**src/rtl/i2cmws_pkg.sv**
```systemverilog
// ----------------------------------------------------------------------------
// i2cmws_pkg
// Shared types and constants for the I2C master write sequencer.
// ----------------------------------------------------------------------------
package i2cmws_pkg;

  // Delay counter width default and reset value of the half-period register
  localparam int unsigned DELAY_WIDTH_DEF   = 16;
  localparam int unsigned HALF_PERIOD_W     = 16;
  localparam logic [HALF_PERIOD_W-1:0] HALF_PERIOD_RESET = 16'd5;

  // Depth of the queue between front and back
  localparam int unsigned QUEUE_DEPTH_DEF   = 2;

  // Raw opcodes on the input word
  localparam logic [1:0] OP_START = 2'd0;
  localparam logic [1:0] OP_STOP  = 2'd1;
  localparam logic [1:0] OP_SEND  = 2'd2;

  // Command class after decode; NONE covers no command and unused opcodes
  typedef enum logic [1:0] {
    CMD_NONE  = 2'd0,
    CMD_START = 2'd1,
    CMD_STOP  = 2'd2,
    CMD_SEND  = 2'd3
  } cmd_kind_t;

  // One classified tick as it travels through the queue
  typedef struct packed {
    cmd_kind_t  kind;
    logic [7:0] data_byte;
    logic       sda_in;
  } item_t;

endpackage

```
**src/rtl/i2cmws_front.sv**
```systemverilog
// ----------------------------------------------------------------------------
// i2cmws_front
// Input side: decodes each tick word into a command class for the queue.
// ----------------------------------------------------------------------------
module i2cmws_front (
  input  logic               in_cmd_valid,
  input  logic [1:0]         in_opcode,
  input  logic [7:0]         in_data_byte,
  input  logic               in_sda_in,
  output i2cmws_pkg::item_t  item
);
  import i2cmws_pkg::*;

  cmd_kind_t kind;

  always_comb begin
    kind = CMD_NONE;
    if (in_cmd_valid) begin
      unique case (in_opcode)
        OP_START: kind = CMD_START;
        OP_STOP:  kind = CMD_STOP;
        OP_SEND:  kind = CMD_SEND;
        default:  kind = CMD_NONE;  // opcode three decodes as no command
      endcase
    end
  end

  assign item.kind      = kind;
  assign item.data_byte = in_data_byte;
  assign item.sda_in    = in_sda_in;

endmodule

```
**src/rtl/i2cmws_queue.sv**
```systemverilog
// ----------------------------------------------------------------------------
// i2cmws_queue
// Small FIFO of classified tick words between front and back.
// ----------------------------------------------------------------------------
module i2cmws_queue #(
  parameter int unsigned DEPTH = i2cmws_pkg::QUEUE_DEPTH_DEF
) (
  input  logic               clk,
  input  logic               rst_n,
  input  logic               push,
  input  i2cmws_pkg::item_t  push_item,
  output logic               full,
  input  logic               pop,
  output logic               not_empty,
  output i2cmws_pkg::item_t  head_item
);
  import i2cmws_pkg::*;

  localparam int unsigned PW = (DEPTH > 1) ? $clog2(DEPTH) : 1;
  localparam int unsigned CW = $clog2(DEPTH + 1);
  localparam logic [PW-1:0] LAST = PW'(DEPTH - 1);

  item_t         mem [DEPTH];
  logic [PW-1:0] wr_ptr_r, wr_ptr_nxt;
  logic [PW-1:0] rd_ptr_r, rd_ptr_nxt;
  logic [CW-1:0] count_r,  count_nxt;

  assign full      = (count_r == CW'(DEPTH));
  assign not_empty = (count_r != '0);
  assign head_item = mem[rd_ptr_r];

  always_comb begin
    wr_ptr_nxt = wr_ptr_r;
    rd_ptr_nxt = rd_ptr_r;
    count_nxt  = count_r;
    if (push) begin
      wr_ptr_nxt = (wr_ptr_r == LAST) ? '0 : wr_ptr_r + 1'b1;
    end
    if (pop) begin
      rd_ptr_nxt = (rd_ptr_r == LAST) ? '0 : rd_ptr_r + 1'b1;
    end
    priority if (push && !pop) begin
      count_nxt = count_r + 1'b1;
    end else if (pop && !push) begin
      count_nxt = count_r - 1'b1;
    end else begin
      count_nxt = count_r;
    end
  end

  always_ff @(posedge clk) begin
    if (push) begin
      mem[wr_ptr_r] <= push_item;
    end
  end

  always_ff @(posedge clk) begin
    if (!rst_n) begin
      wr_ptr_r <= '0;
      rd_ptr_r <= '0;
      count_r  <= '0;
    end else begin
      wr_ptr_r <= wr_ptr_nxt;
      rd_ptr_r <= rd_ptr_nxt;
      count_r  <= count_nxt;
    end
  end

endmodule

```
**src/rtl/i2cmws_back.sv**
```systemverilog
// ----------------------------------------------------------------------------
// i2cmws_back
// Pin sequencer: one queued tick per step, state doubles as the result word.
// ----------------------------------------------------------------------------
module i2cmws_back #(
  parameter int unsigned DELAY_WIDTH = i2cmws_pkg::DELAY_WIDTH_DEF
) (
  input  logic                                clk,
  input  logic                                rst_n,
  input  logic [i2cmws_pkg::HALF_PERIOD_W-1:0] half_period,
  input  logic                                item_avail,
  input  i2cmws_pkg::item_t                   item,
  output logic                                item_pop,
  output logic                                out_valid,
  input  logic                                out_ready,
  output logic                                out_scl_out,
  output logic                                out_sda_out,
  output logic                                out_busy_res,
  output logic                                out_done_res,
  output logic                                out_ack_received
);
  import i2cmws_pkg::*;

  typedef enum logic [8:0] {
    PH_IDLE    = 9'b0_0000_0001,
    PH_ST_A    = 9'b0_0000_0010,
    PH_ST_B    = 9'b0_0000_0100,
    PH_SP_A    = 9'b0_0000_1000,
    PH_SP_B    = 9'b0_0001_0000,
    PH_TX_LOW  = 9'b0_0010_0000,
    PH_TX_HIGH = 9'b0_0100_0000,
    PH_AK_LOW  = 9'b0_1000_0000,
    PH_AK_HIGH = 9'b1_0000_0000
  } phase_t;

  phase_t                 phase_r,  phase_nxt;
  logic [DELAY_WIDTH-1:0] dly_r,    dly_nxt;
  logic [3:0]             bits_r,   bits_nxt;
  logic [7:0]             shift_r,  shift_nxt;
  logic                   scl_r,    scl_nxt;
  logic                   sda_r,    sda_nxt;
  logic                   ack_r,    ack_nxt;
  logic                   done_r,   done_nxt;
  logic                   ovld_r;

  logic [DELAY_WIDTH-1:0] wait_raw, wait_len, dly_dec;
  logic                   expire;
  logic                   step;

  // Step when a tick is queued and the result slot is free or being drained
  assign step     = item_avail && (!ovld_r || out_ready);
  assign item_pop = step;

  assign wait_raw = DELAY_WIDTH'(half_period);
  assign wait_len = (wait_raw == '0) ? DELAY_WIDTH'(1) : wait_raw;
  assign dly_dec  = (dly_r != '0) ? dly_r - 1'b1 : dly_r;
  assign expire   = (dly_dec == '0);

  always_comb begin
    phase_nxt = phase_r;
    dly_nxt   = dly_r;
    bits_nxt  = bits_r;
    shift_nxt = shift_r;
    scl_nxt   = scl_r;
    sda_nxt   = sda_r;
    ack_nxt   = ack_r;
    done_nxt  = 1'b0;
    unique case (phase_r)
      PH_IDLE: begin
        unique case (item.kind)
          CMD_START: begin
            sda_nxt   = 1'b1;
            scl_nxt   = 1'b1;
            phase_nxt = PH_ST_A;
            dly_nxt   = wait_len;
          end
          CMD_STOP: begin
            sda_nxt   = 1'b0;
            scl_nxt   = 1'b1;
            phase_nxt = PH_SP_A;
            dly_nxt   = wait_len;
          end
          CMD_SEND: begin
            sda_nxt   = item.data_byte[7];
            shift_nxt = {item.data_byte[6:0], 1'b0};
            bits_nxt  = 4'd1;
            phase_nxt = PH_TX_LOW;
            dly_nxt   = wait_len;
          end
          default: ;
        endcase
      end
      PH_ST_A, PH_ST_B, PH_SP_A, PH_SP_B,
      PH_TX_LOW, PH_TX_HIGH, PH_AK_LOW, PH_AK_HIGH: begin
        dly_nxt = dly_dec;
        if (expire) begin
          unique case (phase_r)
            PH_ST_A: begin
              sda_nxt   = 1'b0;
              phase_nxt = PH_ST_B;
              dly_nxt   = wait_len;
            end
            PH_ST_B: begin
              scl_nxt   = 1'b0;
              phase_nxt = PH_IDLE;
              done_nxt  = 1'b1;
            end
            PH_SP_A: begin
              sda_nxt   = 1'b1;
              phase_nxt = PH_SP_B;
              dly_nxt   = wait_len;
            end
            PH_SP_B: begin
              phase_nxt = PH_IDLE;
              done_nxt  = 1'b1;
            end
            PH_TX_LOW: begin
              scl_nxt   = 1'b1;
              phase_nxt = PH_TX_HIGH;
              dly_nxt   = wait_len;
            end
            PH_TX_HIGH: begin
              scl_nxt = 1'b0;
              dly_nxt = wait_len;
              if (bits_r < 4'd8) begin
                sda_nxt   = shift_r[7];
                shift_nxt = {shift_r[6:0], 1'b0};
                bits_nxt  = bits_r + 1'b1;
                phase_nxt = PH_TX_LOW;
              end else begin
                sda_nxt   = 1'b1;   // let go of SDA for the ack clock
                phase_nxt = PH_AK_LOW;
              end
            end
            PH_AK_LOW: begin
              scl_nxt   = 1'b1;
              phase_nxt = PH_AK_HIGH;
              dly_nxt   = wait_len;
            end
            default: begin          // ack high: sample and finish
              ack_nxt   = ~item.sda_in;
              scl_nxt   = 1'b0;
              phase_nxt = PH_IDLE;
              done_nxt  = 1'b1;
            end
          endcase
        end
      end
      default: begin                // corrupt phase
        phase_nxt = PH_IDLE;
        dly_nxt   = '0;
      end
    endcase
  end

  always_ff @(posedge clk) begin
    if (!rst_n) begin
      phase_r <= PH_IDLE;
      dly_r   <= '0;
      bits_r  <= '0;
      shift_r <= '0;
      scl_r   <= 1'b1;
      sda_r   <= 1'b1;
      ack_r   <= 1'b0;
      done_r  <= 1'b0;
      ovld_r  <= 1'b0;
    end else begin
      if (step) begin
        phase_r <= phase_nxt;
        dly_r   <= dly_nxt;
        bits_r  <= bits_nxt;
        shift_r <= shift_nxt;
        scl_r   <= scl_nxt;
        sda_r   <= sda_nxt;
        ack_r   <= ack_nxt;
        done_r  <= done_nxt;
        ovld_r  <= 1'b1;
      end else if (out_ready) begin
        ovld_r  <= 1'b0;
      end
    end
  end

  assign out_valid        = ovld_r;
  assign out_scl_out      = scl_r;
  assign out_sda_out      = sda_r;
  assign out_busy_res     = (phase_r != PH_IDLE);
  assign out_done_res     = done_r;
  assign out_ack_received = ack_r;

endmodule

```
**src/rtl/i2c_master_write_sequencer.sv**
```systemverilog
// ----------------------------------------------------------------------------
// i2c_master_write_sequencer
// I2C master pin sequencer for START, STOP and byte SEND with ack sample.
// ----------------------------------------------------------------------------
// Each input word is one tick of the bus sequencer and yields exactly one
// result word holding the SCL/SDA drive levels, busy, done and the last ack.
// Words move at one per clock while out_ready holds: the front decodes a word
// and pushes it into a queue (two entries by default), the back pops one word
// per clock into its result register unless out_ready stalls it. With the
// queue empty and the result register free, an accepted input word is first
// written into the queue and then stepped into the result register.
// The half-period register (reset 5, zero treated as one) sets
// how many ticks each bus phase lasts; write it only while no command runs.
// The config port is always ready.
// ----------------------------------------------------------------------------
module i2c_master_write_sequencer #(
  parameter int unsigned DELAY_WIDTH = i2cmws_pkg::DELAY_WIDTH_DEF,
  parameter int unsigned QUEUE_DEPTH = i2cmws_pkg::QUEUE_DEPTH_DEF
) (
  input  logic                                clk,
  input  logic                                rst_n,
  // tick input channel
  input  logic                                in_valid,
  output logic                                in_ready,
  input  logic                                in_cmd_valid,
  input  logic [1:0]                          in_opcode,
  input  logic [7:0]                          in_data_byte,
  input  logic                                in_sda_in,
  // result channel
  output logic                                out_valid,
  input  logic                                out_ready,
  output logic                                out_scl_out,
  output logic                                out_sda_out,
  output logic                                out_busy_res,
  output logic                                out_done_res,
  output logic                                out_ack_received,
  // half-period register write
  input  logic                                cfg_valid,
  output logic                                cfg_ready,
  input  logic [i2cmws_pkg::HALF_PERIOD_W-1:0] cfg_half_period_ticks
);
  import i2cmws_pkg::*;

  logic [HALF_PERIOD_W-1:0] half_period_r;

  item_t front_item;
  item_t head_item;
  logic  q_full;
  logic  q_not_empty;
  logic  q_pop;
  logic  q_push;

  // Config register, taken on any valid write
  assign cfg_ready = 1'b1;

  always_ff @(posedge clk) begin
    if (!rst_n) begin
      half_period_r <= HALF_PERIOD_RESET;
    end else if (cfg_valid && cfg_ready) begin
      half_period_r <= cfg_half_period_ticks;
    end
  end

  // Front: classify the incoming word
  i2cmws_front u_front (
    .in_cmd_valid (in_cmd_valid),
    .in_opcode    (in_opcode),
    .in_data_byte (in_data_byte),
    .in_sda_in    (in_sda_in),
    .item         (front_item)
  );

  assign in_ready = !q_full;
  assign q_push   = in_valid && in_ready;

  // Queue decouples input stalls from result stalls
  i2cmws_queue #(
    .DEPTH (QUEUE_DEPTH)
  ) u_queue (
    .clk       (clk),
    .rst_n     (rst_n),
    .push      (q_push),
    .push_item (front_item),
    .full      (q_full),
    .pop       (q_pop),
    .not_empty (q_not_empty),
    .head_item (head_item)
  );

  // Back: the bus sequencer proper
  i2cmws_back #(
    .DELAY_WIDTH (DELAY_WIDTH)
  ) u_back (
    .clk              (clk),
    .rst_n            (rst_n),
    .half_period      (half_period_r),
    .item_avail       (q_not_empty),
    .item             (head_item),
    .item_pop         (q_pop),
    .out_valid        (out_valid),
    .out_ready        (out_ready),
    .out_scl_out      (out_scl_out),
    .out_sda_out      (out_sda_out),
    .out_busy_res     (out_busy_res),
    .out_done_res     (out_done_res),
    .out_ack_received (out_ack_received)
  );

endmodule
```
**config.mk**
```make
export PLATFORM = sky130hd
export DESIGN_NAME = i2c_master_write_sequencer
export DESIGN_NICKNAME = d
export VERILOG_FILES = /design/src/rtl/i2cmws_pkg.sv /design/src/rtl/i2cmws_front.sv /design/src/rtl/i2cmws_queue.sv /design/src/rtl/i2cmws_back.sv /design/src/rtl/i2c_master_write_sequencer.sv
export SDC_FILE = /design/constraint.sdc
export NUM_CORES = 1
export LEC_CHECK = 0
export ABC_AREA = 1
export CAP_MARGIN = 40
export CORE_ASPECT_RATIO = 1.4
export CORE_MARGIN = 2
export CORE_UTILIZATION = 64
export CTS_BUF_LIST = sky130_fd_sc_hd__clkbuf_16
export DETAILED_ROUTE_END_ITERATION = 16
export DONT_BUFFER_PORTS = 1
export PLACE_DENSITY = 0.88
export SYNTH_ARGS = -nofsm -noshare
export SYNTH_HDL_FRONTEND = slang
export SYNTH_SLANG_ARGS = --single-unit
```
**constraint.sdc**
```tcl
create_clock -name clk -period 2.9 [get_ports clk]
set_input_delay 0.145 -clock clk [delete_from_list [all_inputs] [get_ports clk]]
set_output_delay 0.145 -clock clk [all_outputs]
set_load 0.01 [all_outputs]
```
==> summary.md, run 1 <==
| Metric | Value |
|---|---|
| Synth Warn # | `0` |
| Worst Reg-to-Reg Cells | `13` |
| Drt wl/cell | `17.7 microns` |
| Fin. Hold Viols | `0` |
| CTS Buf Count | `9` |
| Critical Path RT | `3130 ps` |
| Worst hold margin | `3.02 ps` |
| # setup viols final | `0` |
| Remaining global-route overflow | `0` |
| RSZ-0062 raised after global routing | `false` |
| Layout cells sized above 1 | `0.0673` |
| CP Class | `flop to flop` |
| Switching pwr | `0.00269 W` |
| CP max FO | `17` |
| Fin nets | `721` |
| Syn Area/Cell | `7.08 sq um` |
| 1st-pass router iterations | `8` |
| Yosys top cell by area | `dfxtp_1` |
| Global Route Usage Sum | `0.349` |
| Width of the die | `76.7 microns` |
| GR peak layer | `met2` |
| Diode count | `0` |
| Global-route wire length before repair | `22.0 mm` |
| Max clock buf depth | `2` |
| P&R area growth vs syn | `10.2%` |
| Tmin final | `2670 ps` |
| Grt met2 use | `0.648` |
| Clock root cell | `clkbuf_16` |
| Clock sinks | `84` |
| Starting Density | `0.651` |
| TNS Setup | `0 ps` |
| Register bit total from synthesis | `84` |
| Vias per inst | `6.04` |
| Combinational share of power | `0.511` |
| Hold path cells | `2` |
| CTS tree | `done` |
| Core area | `7270 sq um` |
| Antenna violations before repair | `0` |
| Max Slew Vio Count | `0` |
| Clk_skew | `8.18 ps` |
| Synth unique cells | `40` |
| Row count | `37` |
| Via count | `4715` |
| DRT Wirelength | `13.8 mm` |
| CP Capture Type | `flop` |
| Fin crit share | `0.922` |
| Largest net degree at the start of global routing | `48` |
| Syn nets | `712` |
| Final Core Density | `0.718` |
| I/O pins | `41` |
| Max_cap viols | `0` |
| Count leader, synth | `nand2_1` |
| Post-Syn Instances | `669` |
| Net Sw Frac | `0.484` |
| Buffers on Ports | `0` |
| H-Tree Level Count | `3` |
| Synth cell count leaders | `nand2_1 (153), inv_1 (80), nor2_1 (75), dfxtp_1 (62), a21oi_1 (61)` |
| CTS resizes | `0` |
| Post-route ant nets | `0` |
| Sequential cell area | `1900 sq um` |
| P_leak | `2.32 nW` |
| GP Congestion | `1.01` |
| Int Power | `0.00288 W` |
| Share of the synthesized area in the top cell type | `0.262` |
| Hold Path Class | `input port to flop` |
| Mapped Area | `4730 sq um` |
| DR DRC count | `0` |
| Clk pin slew, worst setup/hold paths | `60 ps` |
| Die area | `8110 sq um` |
| FMAX | `0.374 GHz` |
| Met3 Use GR | `0.0676` |
| Final HPWL DP | `8.96 mm` |
| Least-Margin Pin Slew | `706 ps` |
| Multi-input logic area | `2390 sq um` |
| Pwr dens | `1070 nW/um^2` |
| Clk_lat worst skew | `340 ps` |
| Setup crit start kind | `flop` |
| Met1 Resource Use GR | `0.363` |
| EDFF count, synth | `22` |
| Seq/Total Area, Yosys | `0.402` |
| Asr flop ratio synth | `0` |
| Ranking of synthesized cells by area | `dfxtp_1 (26%), edfxtp_1 (14%), nand2_1 (12%), a21oi_1 (6.4%), inv_1 (6.3%)` |
| Fill count | `578` |
| Status | `finished clean` |
| Initial detailed-routing violation count | `440` |
| Vias in the first global route | `4590` |
| Max-slew headroom | `0.529` |
| Part of the power in registers | `0.296` |
| Commonest register cell after synthesis | `dfxtp_1` |
| Max VDD drop | `0.000741 V` |
| Data arrival, critical path | `2900 ps` |
| Power share of the clock group | `0.193` |
| Die Height | `106 microns` |
-- sequential cells by signal, summed over array words and instances (netlist names), 2 cells and up, named ones only --
signal / flops
u_queue.count_r: 2
u_back.bits_r: 4
u_back.dly_r: 16
half_period_r: 16
u_queue.mem: 22
u_back.shift_r: 7
u_back.phase_r: 9
-- logic make-up (layout without fill, tap and decap cells) --
logic type	count (synthesis)	count (layout)	share of synthesized area
flops	84	84	0.402
simple gates	330	330	0.320
compound gates	126	126	0.138
buf+inv	108	122	0.0930
other cells	1	1	0.000792
mux	7	7	0.0151
xor+xnor	3	3	0.00555
fa+ha+maj	10	10	0.0264
-- path summary, 6_finish.rpt --
path | slack (ps) | start | end
max | 230 | u_back.dly_r[0] | u_back.out_ack_received
min reg2reg | 450 | u_queue.rd_ptr_r | flop
min | 3 | in_cmd_valid | u_queue.mem[0][10]
max reg2reg | 230 | u_back.dly_r[0] | u_back.out_ack_received
-- critical path, stage by stage, from the launching register on --
cell and delay (ps):
dfxtp_1 320, inv_1 120, ha_1 180, nand2_1 100, nor2_4 130, nand3_4 180, nand2_1 220, nand4_1 180
nor2_4 390, nand2_1 170, nor3b_1 300, nand2_1 100, nand2_1 90, nor2_1 60
-- through the flow --
| step | setup slack, ps | total power, W | cell area [sq um] | cells |
|---|---|---|---|---|
| floorplan | 587 | 0.00371 | 4730 | 669 |
| global placement | 390 | 0.00428 | 4770 | 747 |
| detailed placement | 340 | 0.00434 | 4780 | 748 |
| CTS | 250 | 0.00545 | 5200 | 777 |
| global route | 27.8 | 0.00595 | 5220 | 780 |
| finish | 225 | 0.00557 | 5220 | 780 |
-- routing by layer --
metal / part of all wire / wire length (microns)
met4: 0.057 / 789
met5: 0 / 0
met3: 0.064 / 881
met1: 0.36 / 4970
met2: 0.52 / 7190
-- final cells by class --
| class | count | share of cell area |
|---|---|---|
| flip-flops and latches | 84 | 0.364 |
| clock inverters | 7 | 0.00959 |
| repair buffers | 23 | 0.0412 |
| well taps | 97 | 0.0233 |
| clock buffers | 9 | 0.0432 |
| multi-input cells | 477 | 0.458 |
| inverters | 83 | 0.0599 |
-- power by group through the flow --
stage / Sequential, W / Clock (W) / Combinational (W)
final: 0.00165 / 0.00108 / 0.00285
after global routing: 0.00166 / 0.00112 / 0.00317
after CTS: 0.00163 / 0.00107 / 0.00275
after detailed placement: 0.00165 / 0 / 0.00269
after global placement: 0.00164 / 0 / 0.00263
after floorplan: 0.00159 / 0 / 0.00213
-- cells in the final DEF, fill, tap and decap left out, drive strengths merged, types with 12 or more instances in the layout --
cell type      n
a21oi         62
dfxtp         62
dlygate4sd3   12
edfxtp        22
inv           82
nand2        156
nand3         54
nand4         26
nor2          82
o21ai         58
-- repair_timing --
| action | CTS | global route |
|---|---|---|
| setup buffers | 0 | 2 |
| setup endpoints to repair | 0 | 1 |
| endpoints found under the hold margin | 67 | 0 |
| hold buffers | 13 | 0 |
Note: power is estimated with default switching activity, not from simulation.
==> inputs of run 2 (changes only) <==
RECOVER_POWER = 50   (was unset)
==> run 2 against run 1 <==
Net effect: setup slack improved by 0.57 ps; cell count unchanged; clock-buffer cell count stayed put; clock skew shrank 1.5 ps; critical endpoint unchanged; largest cell class unchanged; combinational power barely moved; core utilization shrank 0.10 points.
==> summary.md, run 2 (synthesized netlist as in run 1, its figures left out) <==
| Metric | Value |
|---|---|
| Clk_lat worst skew | `340 ps` |
| Global-route wire length before repair | `22.0 mm` |
| Power share of the clock group | `0.194` |
| Die Height | `106 microns` |
| Most frequent cells in the layout | `nand2_1 (153), inv_1 (80), nor2_1 (75), a21oi_1 (62), dfxtp_1 (62)` |
| CTS tree | `done` |
| Clock root cell | `clkbuf_16` |
| Switching pwr | `0.00269 W` |
| Largest net degree at the start of global routing | `48` |
| H-Tree Level Count | `3` |
| Die area | `8110 sq um` |
| FMAX | `0.374 GHz` |
| Least-Margin Pin Slew | `863 ps` |
| Combinational share of power | `0.511` |
| Initial detailed-routing violation count | `440` |
| Core area | `7270 sq um` |
| Hold Path Class | `input port to flop` |
| Most common cell after layout, fill and taps aside | `nand2_1` |
| P&R area growth vs syn | `10.1%` |
| Cell Chain, Critical Path | `inv_1 > ha_1 > nand2_1 > nor2_4 > nand3_4 > nand2_1 > nand4_1 > nor2_4 > nand2_1 > nor3b_1 > nand2_1 > nand2_1 > nor2_1` |
| CTS Buf Count | `9` |
| Clk pin slew, worst setup/hold paths | `60 ps` |
| Max Slew Vio Count | `0` |
| CP bufs+invs | `1` |
| Remaining global-route overflow | `0` |
| Part of the power in registers | `0.296` |
| Vias in the first global route | `4590` |
| Fin nets | `721` |
| DR DRC count | `0` |
| Most used cell, CP | `nand2_1` |
| Clk_skew | `6.73 ps` |
| DRT Wirelength | `13.9 mm` |
| Largest regs | `u_queue.mem (22), half_period_r (16), u_back.dly_r (16)` |
| Final Core Density | `0.717` |
| Worst hold margin | `3.37 ps` |
| Max clock buf depth | `2` |
| CTS resizes | `0` |
| Row count | `37` |
| Global Route Usage Sum | `0.349` |
| Delay of the slowest cell on the worst path | `390 ps` |
| Pwr Total | `0.00556 W` |
| Int Power | `0.00287 W` |
| Drt wl/cell | `17.8 microns` |
| Max VDD drop | `0.000734 V` |
| P_leak | `2.32 nW` |
| Post-route ant nets | `0` |
| Via count | `4692` |
| CP max-delay cell | `nor2_4` |
| Layout cells sized above 1 | `0.0644` |
| Register name with the most flops | `u_queue.mem` |
| 1st-pass router iterations | `6` |
| Data arrival, critical path | `2900 ps` |
| GP Congestion | `1.01` |
| # setup viols final | `0` |
| Vias per inst | `6.02` |
| Fin crit share | `0.922` |
| CP Capture Type | `flop` |
| Net Sw Frac | `0.484` |
| RSZ-0062 raised after global routing | `false` |
| Antenna violations before repair | `0` |
| Fill count | `580` |
| CP Class | `flop to flop` |
| CP max FO | `17` |
| Critical Path RT | `3130 ps` |
| Final HPWL DP | `8.96 mm` |
| Crit path max-delay family | `simple AND/OR/NAND/NOR gates` |
| Max_cap viols | `0` |
| Diode count | `0` |
| Buffers on Ports | `0` |
| Max-slew headroom | `0.425` |
| TNS Setup | `0 ps` |
| I/O pins | `41` |
| Setup crit start kind | `flop` |
| Number of flip-flops in the largest register | `22` |
| Tmin final | `2670 ps` |
| Status | `finished clean` |
| Width of the die | `76.7 microns` |
| Pwr dens | `1070 nW/um^2` |
| Clock sinks | `84` |
| Starting Density | `0.651` |
| Fin. Hold Viols | `0` |
-- run 2: cell count changes in the layout (fill, tap and decap cells not counted), sizes merged --
cell | before | now
clkbuf | 9 | 10
buf | 11 | 10
-- run 2: metrics by stage --
step / instances / setup slack [ps] / area, sq um
finish: 780 / 226 / 5210
global route: 780 / 27.9 / 5210
CTS: 777 / 250 / 5200
detailed placement: 748 / 340 / 4780
global placement: 747 / 390 / 4770
floorplan: 669 / 587 / 4730
-- run 2: path summary, 6_finish.rpt --
check                         from                      end  slack (ps)  cells after the start
setup / recovery   u_back.dly_r[0]  u_back.out_ack_received         230                     13
hold / removal        in_cmd_valid       u_queue.mem[0][10]           3                      2
setup reg to reg   u_back.dly_r[0]  u_back.out_ack_received         230                     13
hold reg to reg   u_queue.rd_ptr_r                     flop         460                      1
-- run 2: layer usage --
layer / wire (microns) / GRT usage / up-vias
met5: 0 / 0 / -
met4: 714 / 0.194 / 0
met3: 802 / 0.0676 / 58
met2: 7280 / 0.648 / 233
met1: 5060 / 0.363 / 2176
li1: - / - / 2225
-- run 2: area by class of cell --
cell class              count  area, sq um  area share
clock buffers               9          225      0.0432
clock inverters             7         50.0     0.00960
inverters                  83          313      0.0600
multi-input cells         477         2390       0.458
flip-flops and latches     84         1900       0.365
well taps                  97          121      0.0233
repair buffers             23          211      0.0406
-- run 2: worst register-to-register path: cells and delay by family (launching register included) --
kind                       cells  cell delay [ps]
adders and majority gates      1              180
buffers and inverters          1              120
DFF                            1              320
and+or+nand+nor               11             1920
-- run 2: timing repair --
item / CTS / global route
hold endpoints to repair: 67 / 0
setup buffers: 0 / 2
endpoints found under the setup margin: 0 / 1
hold buffers: 13 / 0
-- run 2: power groups by stage --
stage / logic (W) / registers (W) / clock network, W
after floorplan: 0.00213 / 0.00159 / 0
after global placement: 0.00263 / 0.00164 / 0
after detailed placement: 0.00269 / 0.00165 / 0
after CTS: 0.00275 / 0.00163 / 0.00107
after global routing: 0.00316 / 0.00166 / 0.00112
final: 0.00284 / 0.00165 / 0.00108
